--- src/rtl/core/cwa_pkg.sv ---
// Shared widths and constants for the centered window average block.
package cwa_pkg;

  localparam int SAMPLE_W   = 16;
  localparam int K_W        = 6;
  localparam int SPAN_W     = K_W + 1;
  localparam int SUM_W      = 23;
  localparam int HIST_DEPTH = 128;
  localparam int ADDR_W     = $clog2(HIST_DEPTH);
  localparam int QCNT_W     = $clog2(SUM_W);

  localparam logic [K_W-1:0] RADIUS_MAX   = K_W'(63);
  localparam logic [K_W-1:0] RADIUS_RESET = K_W'(1);

endpackage

--- src/rtl/core/cwa_ram.sv ---
// Generic simple dual-port RAM with one write port and a registered read port.
module cwa_ram #(
  parameter int WIDTH = 16,
  parameter int DEPTH = 128
) (
  input  logic                     clk,
  input  logic                     we,
  input  logic [$clog2(DEPTH)-1:0] waddr,
  input  logic [WIDTH-1:0]         wdata,
  input  logic [$clog2(DEPTH)-1:0] raddr,
  output logic [WIDTH-1:0]         rdata
);

  logic [WIDTH-1:0] mem [DEPTH];

  // write one entry, read one entry every cycle
  always_ff @(posedge clk) begin
    if (we) begin
      mem[waddr] <= wdata;
    end
    rdata <= mem[raddr];
  end

endmodule

--- src/rtl/core/cwa_div.sv ---
// Restoring divider: one quotient bit per cycle, window sum by window span.
module cwa_div import cwa_pkg::*; (
  input  logic                clk,
  input  logic                rst,
  input  logic                start,
  input  logic [SUM_W-1:0]    dividend,
  input  logic [SPAN_W-1:0]   divisor,
  output logic                done,
  output logic [SAMPLE_W-1:0] quotient
);

  logic              busy;
  logic [QCNT_W-1:0] cnt;
  logic [SPAN_W-1:0] rem;
  logic [SUM_W-1:0]  dq;
  logic [SPAN_W-1:0] dvs;

  logic [SPAN_W:0]   trial;
  logic              ge;
  logic [SPAN_W:0]   diff;

  // shift in the next dividend bit and try a subtract
  always_comb begin
    trial = {rem, dq[SUM_W-1]};
    ge    = trial >= {1'b0, dvs};
    diff  = trial - {1'b0, dvs};
  end

  // control: stay busy until every dividend bit has been shifted through
  always_ff @(posedge clk) begin
    if (rst) begin
      busy <= 1'b0;
      cnt  <= '0;
      done <= 1'b0;
    end else begin
      done <= 1'b0;
      if (start) begin
        busy <= 1'b1;
        cnt  <= '0;
      end else if (busy) begin
        if (cnt == QCNT_W'(SUM_W - 1)) begin
          busy <= 1'b0;
          done <= 1'b1;
        end
        cnt <= cnt + 1'b1;
      end
    end
  end

  // datapath: partial remainder and quotient shift register
  always_ff @(posedge clk) begin
    if (start) begin
      rem <= '0;
      dq  <= dividend;
      dvs <= divisor;
    end else if (busy) begin
      rem <= ge ? diff[SPAN_W-1:0] : trial[SPAN_W-1:0];
      dq  <= {dq[SUM_W-2:0], ge};
    end
  end

  assign quotient = dq[SAMPLE_W-1:0];

endmodule

--- src/rtl/core/centered_window_average.sv ---
// Centered moving average of radius k over a sample stream.
// Input word: sample and last_sample, taken on in_valid with in_stall low.
// Output word: average, has_average, last_result, offered on out_valid and
// taken when out_stall is low. The result for position i leaves when
// sample i+k has been taken; positions whose 2k+1 window does not fit at
// either end of the stream carry has_average low and average zero.
// radius_we writes radius_data as the half width k and starts a new stream.
// One word at a time: in_stall is high from the accept until its last
// result is loaded into the output register. A word with a full window
// passes through the accept, the sum update, the restoring divider up to
// its done flag and the load into the output register; a word with no
// full window skips the divider. The last word of a stream then flushes
// its remaining positions one at a time, up to k.
// A stalled receiver holds the output register and the sequencer waits.
// Reset (rst, synchronous) clears the sum, fill count, write pointer and
// output valid and sets radius to 1. History needs no clearing: only
// entries written in the current stream are read.
module centered_window_average import cwa_pkg::*; (
  input  logic                clk,
  input  logic                rst,
  input  logic                radius_we,
  input  logic [K_W-1:0]      radius_data,
  input  logic [SAMPLE_W-1:0] sample,
  input  logic                last_sample,
  input  logic                in_valid,
  output logic                in_stall,
  output logic [SAMPLE_W-1:0] average,
  output logic                has_average,
  output logic                last_result,
  output logic                out_valid,
  input  logic                out_stall
);

  localparam logic [2:0] S_IDLE  = 3'd0;
  localparam logic [2:0] S_ACCUM = 3'd1;
  localparam logic [2:0] S_DIV   = 3'd2;
  localparam logic [2:0] S_EMIT  = 3'd3;
  localparam logic [2:0] S_FLUSH = 3'd4;

  logic [2:0]          state;
  logic [K_W-1:0]      radius;
  logic [ADDR_W-1:0]   write_pointer;
  logic [SPAN_W-1:0]   fill_count;
  logic [SUM_W-1:0]    window_sum;
  logic [SAMPLE_W-1:0] sample_hold;
  logic                last_hold;
  logic                old_valid;
  logic                full;
  logic [K_W-1:0]      flush_cnt;

  logic                accept;
  logic                out_free;
  logic [SPAN_W-1:0]   span;
  logic [ADDR_W-1:0]   raddr;
  logic [SAMPLE_W-1:0] rdata;
  logic [SUM_W-1:0]    sum_next;
  logic [SPAN_W-1:0]   fill_next;
  logic                due;
  logic                full_next;
  logic [K_W-1:0]      flush_next;
  logic                div_start;
  logic                div_done;
  logic [SAMPLE_W-1:0] quotient;

  assign span     = {radius, 1'b1};
  assign accept   = in_valid && (state == S_IDLE);
  assign in_stall = (state != S_IDLE);
  assign out_free = !out_valid || !out_stall;
  assign raddr    = write_pointer - ADDR_W'(span);

  // sum and fill count after the held sample enters the window
  always_comb begin
    sum_next   = window_sum + SUM_W'(sample_hold)
                 - (old_valid ? SUM_W'(rdata) : SUM_W'(0));
    fill_next  = (fill_count < span) ? fill_count + 1'b1 : fill_count;
    due        = fill_next >= (SPAN_W'(radius) + 1'b1);
    full_next  = fill_next == span;
    flush_next = (fill_next < SPAN_W'(radius)) ? fill_next[K_W-1:0] : radius;
  end

  assign div_start = (state == S_ACCUM) && due && full_next;

  cwa_ram #(
    .WIDTH(SAMPLE_W),
    .DEPTH(HIST_DEPTH)
  ) u_history (
    .clk  (clk),
    .we   (accept),
    .waddr(write_pointer),
    .wdata(sample),
    .raddr(raddr),
    .rdata(rdata)
  );

  cwa_div u_div (
    .clk     (clk),
    .rst     (rst),
    .start   (div_start),
    .dividend(sum_next),
    .divisor (span),
    .done    (div_done),
    .quotient(quotient)
  );

  // capture the accepted word
  always_ff @(posedge clk) begin
    if (accept) begin
      sample_hold <= sample;
      last_hold   <= last_sample;
      old_valid   <= fill_count >= span;
    end
    if (state == S_ACCUM) begin
      full <= full_next;
    end
  end

  // sequencer and window state
  always_ff @(posedge clk) begin
    if (rst) begin
      state         <= S_IDLE;
      radius        <= RADIUS_RESET;
      write_pointer <= '0;
      fill_count    <= '0;
      window_sum    <= '0;
      flush_cnt     <= '0;
    end else begin
      if (radius_we) begin
        radius     <= (radius_data > RADIUS_MAX) ? RADIUS_MAX : radius_data;
        fill_count <= '0;
        window_sum <= '0;
      end
      unique case (state)
        S_IDLE: begin
          if (accept) begin
            write_pointer <= write_pointer + 1'b1;
            state         <= S_ACCUM;
          end
        end
        S_ACCUM: begin
          window_sum <= last_hold ? '0 : sum_next;
          fill_count <= last_hold ? '0 : fill_next;
          flush_cnt  <= last_hold ? flush_next : '0;
          if (due && full_next) begin
            state <= S_DIV;
          end else if (due) begin
            state <= S_EMIT;
          end else if (last_hold && (flush_next != '0)) begin
            state <= S_FLUSH;
          end else begin
            state <= S_IDLE;
          end
        end
        S_DIV: begin
          if (div_done) begin
            state <= S_EMIT;
          end
        end
        S_EMIT: begin
          if (out_free) begin
            state <= (flush_cnt != '0) ? S_FLUSH : S_IDLE;
          end
        end
        S_FLUSH: begin
          if (out_free) begin
            flush_cnt <= flush_cnt - 1'b1;
            if (flush_cnt == K_W'(1)) begin
              state <= S_IDLE;
            end
          end
        end
        default: state <= S_IDLE;
      endcase
    end
  end

  // output register: load a result or drop the taken one
  always_ff @(posedge clk) begin
    if (rst) begin
      out_valid <= 1'b0;
    end else if ((state == S_EMIT || state == S_FLUSH) && out_free) begin
      out_valid <= 1'b1;
    end else if (!out_stall) begin
      out_valid <= 1'b0;
    end
  end

  always_ff @(posedge clk) begin
    if (state == S_EMIT && out_free) begin
      average     <= full ? quotient : '0;
      has_average <= full;
      last_result <= last_hold && (flush_cnt == '0);
    end else if (state == S_FLUSH && out_free) begin
      average     <= '0;
      has_average <= 1'b0;
      last_result <= flush_cnt == K_W'(1);
    end
  end

endmodule

--- config.mk ---
export PLATFORM = sky130hd
export DESIGN_NAME = centered_window_average
export DESIGN_NICKNAME = d
export VERILOG_FILES = /design/src/rtl/core/cwa_pkg.sv /design/src/rtl/core/cwa_ram.sv /design/src/rtl/core/cwa_div.sv /design/src/rtl/core/centered_window_average.sv
export SDC_FILE = /design/constraint.sdc
export NUM_CORES = 2
export LEC_CHECK = 0
export BUFFER_PORTS_ARGS = -buffer_cell sky130_fd_sc_hd__buf_2
export CAP_MARGIN = 40
export CORE_MARGIN = 2
export CORE_UTILIZATION = 40
export CTS_BUF_LIST = sky130_fd_sc_hd__clkbuf_4
export CTS_CLUSTER_DIAMETER = 120
export DETAILED_ROUTE_END_ITERATION = 6
export PLACE_DENSITY = 0.62
export SLEW_MARGIN = 20
export SYNTH_ARGS = -nofsm -noshare
export SYNTH_HDL_FRONTEND = slang
export SYNTH_SLANG_ARGS = --single-unit
--- constraint.sdc ---
create_clock -name clk -period 5.2 [get_ports clk]
set_input_delay 1.04 -clock clk [delete_from_list [all_inputs] [get_ports clk]]
set_output_delay 1.04 -clock clk [all_outputs]
set_load 0.03 [all_outputs]
# --- Word-level counts from Yosys, hierarchy flattened ---
# Memories as Yosys holds them, arrays and structs flattened. A register that Yosys moved wholly into a read port is not among the register bits.
# Cells that the tools add are included.
word_totals:
  memories: 1
  in_bits: 28
  register_bits: 133
  ram_bits: 2048
memory_table:
  columns: ["memory", "words", "word_bits", "rd", "rd_clocked_by_memory_dff", "wr", "line", "text"]
  rows:
  - ["u_history.mem", 128, 16, 1, 1, 1, "cwa_ram.sv:14", "logic [WIDTH-1:0] mem [DEPTH];"]
classes:
  n_addsub: 9
  bitwise_logic: 1
  mux: 41
  reduce_logical: 27
  order_cmp: 6
  eq_ne: 13
ops:
  columns: ["op", "n"]
  rows:
  - ["two-way mux 23 bit", 5]
  - ["two-way mux 16 bit", 4]
  - ["two-way mux 7 bit", 5]
  - ["two-way mux 3 bit", 9]
  - ["two-way mux 6 bit", 4]
  - ["adder 23 x 16 -> 23 bit", 1]
  - ["subtractor 23 x 16 -> 23 bit", 1]
  - ["one-hot mux 3 bit (5 select lines)", 1]
  - ["adder 7 x 1 -> 7 bit, second input constant", 2]
  - ["greater-or-equal comparator 7 bit", 2]
  - ["subtractor 7 bit", 2]
  - ["two-way mux 1 bit", 12]
  - ["one-hot mux 6 bit (2 select lines)", 1]
  - ["nonzero test 6 bit", 2]
  - ["logical AND 1 bit", 9]
  - ["greater-or-equal comparator 8 x 7 -> 1 bit", 1]
  - ["inequality test 2 bit, second input constant", 4]
  - ["nonzero test 2 bit", 4]
  - ["adder 6 x 1 -> 7 bit, second input constant", 1]
  - ["== test 7 bit", 1]
  - ["less-than comparator 7 x 6 -> 1 bit", 1]
  - ["less-than comparator 7 bit", 1]
  - ["== test 3 x 2 -> 1 bit, second input constant", 2]
  - ["== test 6 x 1 -> 1 bit, second input constant", 1]
  - ["other kinds (17)", 21]

# --- Depth between registers and ports, before layout ---
depth:
  word_depth: 10
  mapped_depth: 18
  mapped_depth_nobuf: 15

# --- Modules after synthesis ---
# Synthesis repeated with hierarchy kept, for this count alone.
hier_totals:
  hier_cells: 3982
  hier_area_um2: 87197.4
by_module_without_submodules:
  columns: ["module", "n_inst", "cells_each", "area_each_um2"]
  rows:
  - ["cwa_ram", 1, 3086, 78522.8]
  - ["centered_window_average", 1, 691, 6259.8]
  - ["cwa_div", 1, 205, 2414.8]

# --- Worst setup path after synthesis ---
# Ideal clock, no wire load.
synth_path:
  path_kind: "register to register"
  from: "register radius[0]"
  to: "register flush_cnt[3]"
  t_required_ns: 5.108
  arrival_time_ns: 4.526
  setup_time_ns: 0.092
  setup_slack_ns: 0.582
  path_buffers: 1
  synth_period_minus_slack_ns: 4.618
  path_stages_with_launch: 17
  cell_sequence: "dfxtp_1 clkbuf_1 inv_1 ha_1 a211oi_2 o21ai_2 a211oi_2 mux2_2 ha_1 nor2b_1 o21a_1 o21a_1 o21a_1 o21a_1 nor3_1 mux2_2 nor4_1"
synth_via:
  elab_chain_cells: 6
synth_lines:
  columns: ["element", "line", "text"]
  rows:
  - ["from (decl)", "centered_window_average.sv:41", "logic [K_W-1:0] radius;"]
  - ["from (signal assigned)", "centered_window_average.sv:128", "radius <= (radius_data > RADIUS_MAX) ? RADIUS_MAX : radius_data;"]
  - ["less-than comparator 7 bit", "centered_window_average.sv:75", "fill_next = (fill_count < span) ? fill_count + 1'b1 : fill_count;"]
  - ["two-way mux 7 bit", "centered_window_average.sv:75", null]
  - ["less-than comparator 7 x 6 -> 1 bit", "centered_window_average.sv:78", "flush_next = (fill_next < SPAN_W'(radius)) ? fill_next[K_W-1:0] : radius;"]
  - ["two-way mux 6 bit (*)", "centered_window_average.sv:78", null]
  - ["two-way mux 6 bit (*)", "centered_window_average.sv:142", "flush_cnt <= last_hold ? flush_next : '0;"]
  - ["one-hot mux 6 bit (2 select lines) (*)", "centered_window_average.sv:132", "unique case (state)"]
  - ["to (signal assigned)", "centered_window_average.sv:142", null]
  - ["to (signal assigned)", "centered_window_average.sv:165", "flush_cnt <= flush_cnt - 1'b1;"]
  - ["to (decl)", "centered_window_average.sv:49", "logic [K_W-1:0] flush_cnt;"]
# Every way passes the cells marked *; elsewhere a longest branch is shown, timed or not.
# A chain may end at the register's enable or synchronous reset.

# --- Worst setup path in the final report ---
layout_path:
  from: "register radius[3]"
  to: "register u_div.dq[3] (data pin)"
layout_via:
  elab_chain_cells: 6
  word_cells_on_any_way: 8
  cone_classes: "1 x add/sub; 2 x order compare; 1 x eq/ne; 2 x mux; 2 x reduce/logical"
layout_lines:
  columns: ["element", "line", "text"]
  rows:
  - ["less-than comparator 7 bit", "centered_window_average.sv:75", null]
  - ["two-way mux 7 bit", "centered_window_average.sv:75", null]
  - ["greater-or-equal comparator 7 bit", "centered_window_average.sv:76", "due = fill_next >= (SPAN_W'(radius) + 1'b1);"]
  - ["logical AND 1 bit", "centered_window_average.sv:81", "assign div_start = (state == S_ACCUM) && due && full_next;"]
  - ["logical AND 1 bit (*)", "centered_window_average.sv:81", null]
  - ["two-way mux 23 bit (*)", "cwa_div.sv:52", "if (start) begin"]
  - ["to (signal assigned)", "cwa_div.sv:54", "dq <= dividend;"]
  - ["to (signal assigned)", "cwa_div.sv:58", "dq <= {dq[SUM_W-2:0], ge};"]
  - ["to (decl)", "cwa_div.sv:15", "logic [SUM_W-1:0] dq;"]
# Marked as above.

==> summary.md <==
| Metric | Value |
|---|---|
| CTS tree | yes |
| DP HPWL | 118 mm |
| Hold buffer count at CTS | 10 |
| First-pass GRT wire length | 304 mm |
| PortBufs | 47 |
| Synth unique cells | 64 |
| Hold endpoint | u_history.mem[89][0]$_DFFE_PP_ |
| Netlist Area Pre-Place | 86900 um^2 |
| Fill count | 18314 |
| Pin count of the biggest net entering global routing | 99 |
| Synth area leaders | edfxtp_1, mux4_2, dfxtp_1 |
| Crit Path Class | reg2reg |
| Seq/Total Area, Yosys | 0.750 |
| Nets | 4788 |
| Capture point of the worst reg-to-reg path | u_div.dq[3]$_DFFE_PP_ |
| Crit Path Max Fanout | 22 |
| Worst-path clk slew | 70 ps |
| Total negative slack | 0 ps |
| WL final | 210 mm |
| Clock root buffer | clkbuf_4 |
| Clk_lat worst skew | 1350 ps |
| Area of the die | 221000 um^2 |
| Storage element area | 65100 um^2 |
| Max stage delay cell, worst path | dfxtp_1 |
| Maximum clock rate | 217 MHz |
| Layout Utilization | 0.460 |
| Antenna violations before repair | 8 |
| Io pins | 48 |
| RSZ-0062 raised after global routing | false |
| Dominant synthesized flop cell | edfxtp_1 |
| Die H | 470 um |
| Postcts setup bufs | 0 |
| Row count | 171 |
| Cell chain of the critical path | inv_1, ha_1, a211oi_1, o21ai_2, a211oi_2, mux2_2, ha_1, a21o_1, a21o_1, a211oi_1, o31ai_1, and2_1, nor4b_4, buf_4, mux2_2 |
| WHS | 139 ps |
| Worst setup margin | 583 ps |
| Critical path buffers and inverters | 2 |
| Status | finished clean |
| Worst R2R Path Depth | 15 |
| Static leakage | 32.7 nW |
| Yosys reg bits | 2197 |
| CP arrival | 5670 ps |
| Worst setup EP type | flop |
| Core area | 217000 um^2 |
| Max-cap violations | 0 |
| Ratio of cells with drive above 1 in the final layout | 0.375 |
| Element type at the critical path start | flop |
| Critical Path RT | 6250 ps |
| Crit-path max cell delay | 500 ps |
| Drt wl/cell | 26.6 um |
| GRT Overall Usage | 0.188 |
| GP Congestion | 0.805 |
| DRC violations left | 0 |
| R2r setup slk | 580 ps |
| Worst hold start | sample[0] |
| Finish-stage setup viols | 0 |
| Max clock buf depth | 4 |
| Most frequent cells in the layout | edfxtp_1, clkbuf_4, mux4_2 |
| Clock Skew | 108 ps |
| Die Span X | 470 um |
| Crit path time final | 4620 ps |
| Antenna viol nets, final | 0 |
| Max VDD drop | 0.255 mV |
| Syn Nets | 4089 |
| Synth-to-layout area growth | 14.6% |
| PwrDens | 403 nW/um^2 |
| Final clock period utilization by the worst path | 0.888 |
| Synthesized instance count | 3981 |
| Hold path depth | 1 |
| Multi-input gate area | 20700 um^2 |
| # resized after CTS | 0 |
| Post-Place Setup Slack | 508 ps |
| Hold Fails Final Rpt | 0 |
| Max-slew violation count | 0 |
| Dpl cells | 6936 |
| Grt ovf | 0 |
| Worst Hold Class | in2reg |
| Initial core utilization | 0.401 |
| TritonCTS Buffers | 573 |
| Synth area leader | edfxtp_1 |
| EDFF count, synth | 2114 |
| CP delay by family, top | compound AO/OA/AOI/OAI gates |
| Slew HR | 0.353 |
| Post-synth top area share | 0.731 |
| Asr flop ratio synth | 0 |
| Drt first pass iters | 5 |
| Worst-margin pin slew | 970 ps |
| Vias after detailed routing | 43492 |
| # H-tree levels | 6 |
| Final cell count without fillers | 7881 |
| Yosys warnings | 0 |
| Number of global-route vias before repair | 44732 |
| Critical R2R Launch | radius[3]$_SDFFE_PP0P_ |
| Initial DRC count | 4646 |
| Vias per Instance | 5.52 |
| Avg Synthesized Cell Area | 21.8 um^2 |
| Clk sinks | 2197 |
| Most common cell after layout, fill and taps aside | edfxtp_1 |
## state kept, by name, summed over array words and instances, names as in the netlist, 3 cells and up
name,flops
average,16
fill_count,7
flush_cnt,6
radius,6
sample_hold,16
state,3
u_div.cnt,5
u_div.dq,23
u_div.dvs,6
u_div.rem,7
u_history.mem,2048
u_history.rdata,16
window_sum,23
write_pointer,7
## cell families (layout without fill, tap and decap cells)
group | after synthesis | count (layout) | share of synthesized area
and+or+nand+nor | 379 | 379 | 0.0200
AOI/OAI and AO/OA | 175 | 175 | 0.0141
muxes | 793 | 793 | 0.184
other | 0 | 11 | 0
adders and majority gates | 80 | 80 | 0.0131
DFF | 2197 | 2197 | 0.750
buffers and inverters | 300 | 1335 | 0.0133
xor gates and xnor gates | 57 | 57 | 0.00574
## stage by stage
step                power (mW)  instance area, um^2
floorplan                 23.9                86900
global placement          26.1                92100
detailed placement        26.2                92400
CTS                       40.6                99300
global route              41.9                99500
finish                    40.1                99600
## per-layer routing
layer / global-route usage / wire [um] / up-vias
li1: - / - / 18318
met1: 0.270 / 90200 / 22981
met2: 0.292 / 99200 / 1885
met3: 0.0392 / 16300 / 306
met4: 0.0558 / 4210 / 2
met5: 0 / 13 / -
## report_power, final
part / leakage, nW / internal (mW) / switching (mW) / total [mW]
clock network: 4.09 / 7.66 / 6.69 / 14.4
logic: 8.94 / 2.74 / 3.41 / 6.15
registers: 19.7 / 19.5 / 0.0952 / 19.6
total: 32.7 / 29.9 / 10.2 / 40.1
## final cells by class
type | count | share of cell area
diodes | 11 | 0.000276
flip-flops and latches | 2197 | 0.654
clock inverters | 89 | 0.00611
inverters | 103 | 0.00388
clock buffers | 822 | 0.0620
repair buffers | 321 | 0.0291
multi-input cells | 1484 | 0.208
well taps | 2854 | 0.0359
## cells in the mapped netlist (25+ instances only)
library cell	count
edfxtp_1	2114
mux4_2	640
nor2_1	199
clkbuf_1	148
mux2i_1	110
inv_1	103
dfxtp_1	83
ha_1	62
a21oi_1	44
buf_1	44
nand2_1	43
xnor2_1	37
mux2_2	34
and3_1	25
## worst max path at each step
stage          slack, ps                        end                    from  cells past startpoint
2_1_floorplan        580  flush_cnt[3]$_SDFFE_PP0P_  radius[0]$_SDFFE_PP1P_                     16
3_3_place_gp         570      u_div.dq[5]$_DFFE_PP_  radius[3]$_SDFFE_PP0P_                     15
3_5_place_dp         510     u_div.dq[14]$_DFFE_PP_  radius[3]$_SDFFE_PP0P_                     15
4_1_cts              550      u_div.dq[3]$_DFFE_PP_  radius[3]$_SDFFE_PP0P_                     15
5_1_grt              210      u_div.dq[3]$_DFFE_PP_  radius[3]$_SDFFE_PP0P_                     15
6_report             580      u_div.dq[3]$_DFFE_PP_  radius[3]$_SDFFE_PP0P_                     15
(Power assumes the default switching activity.)
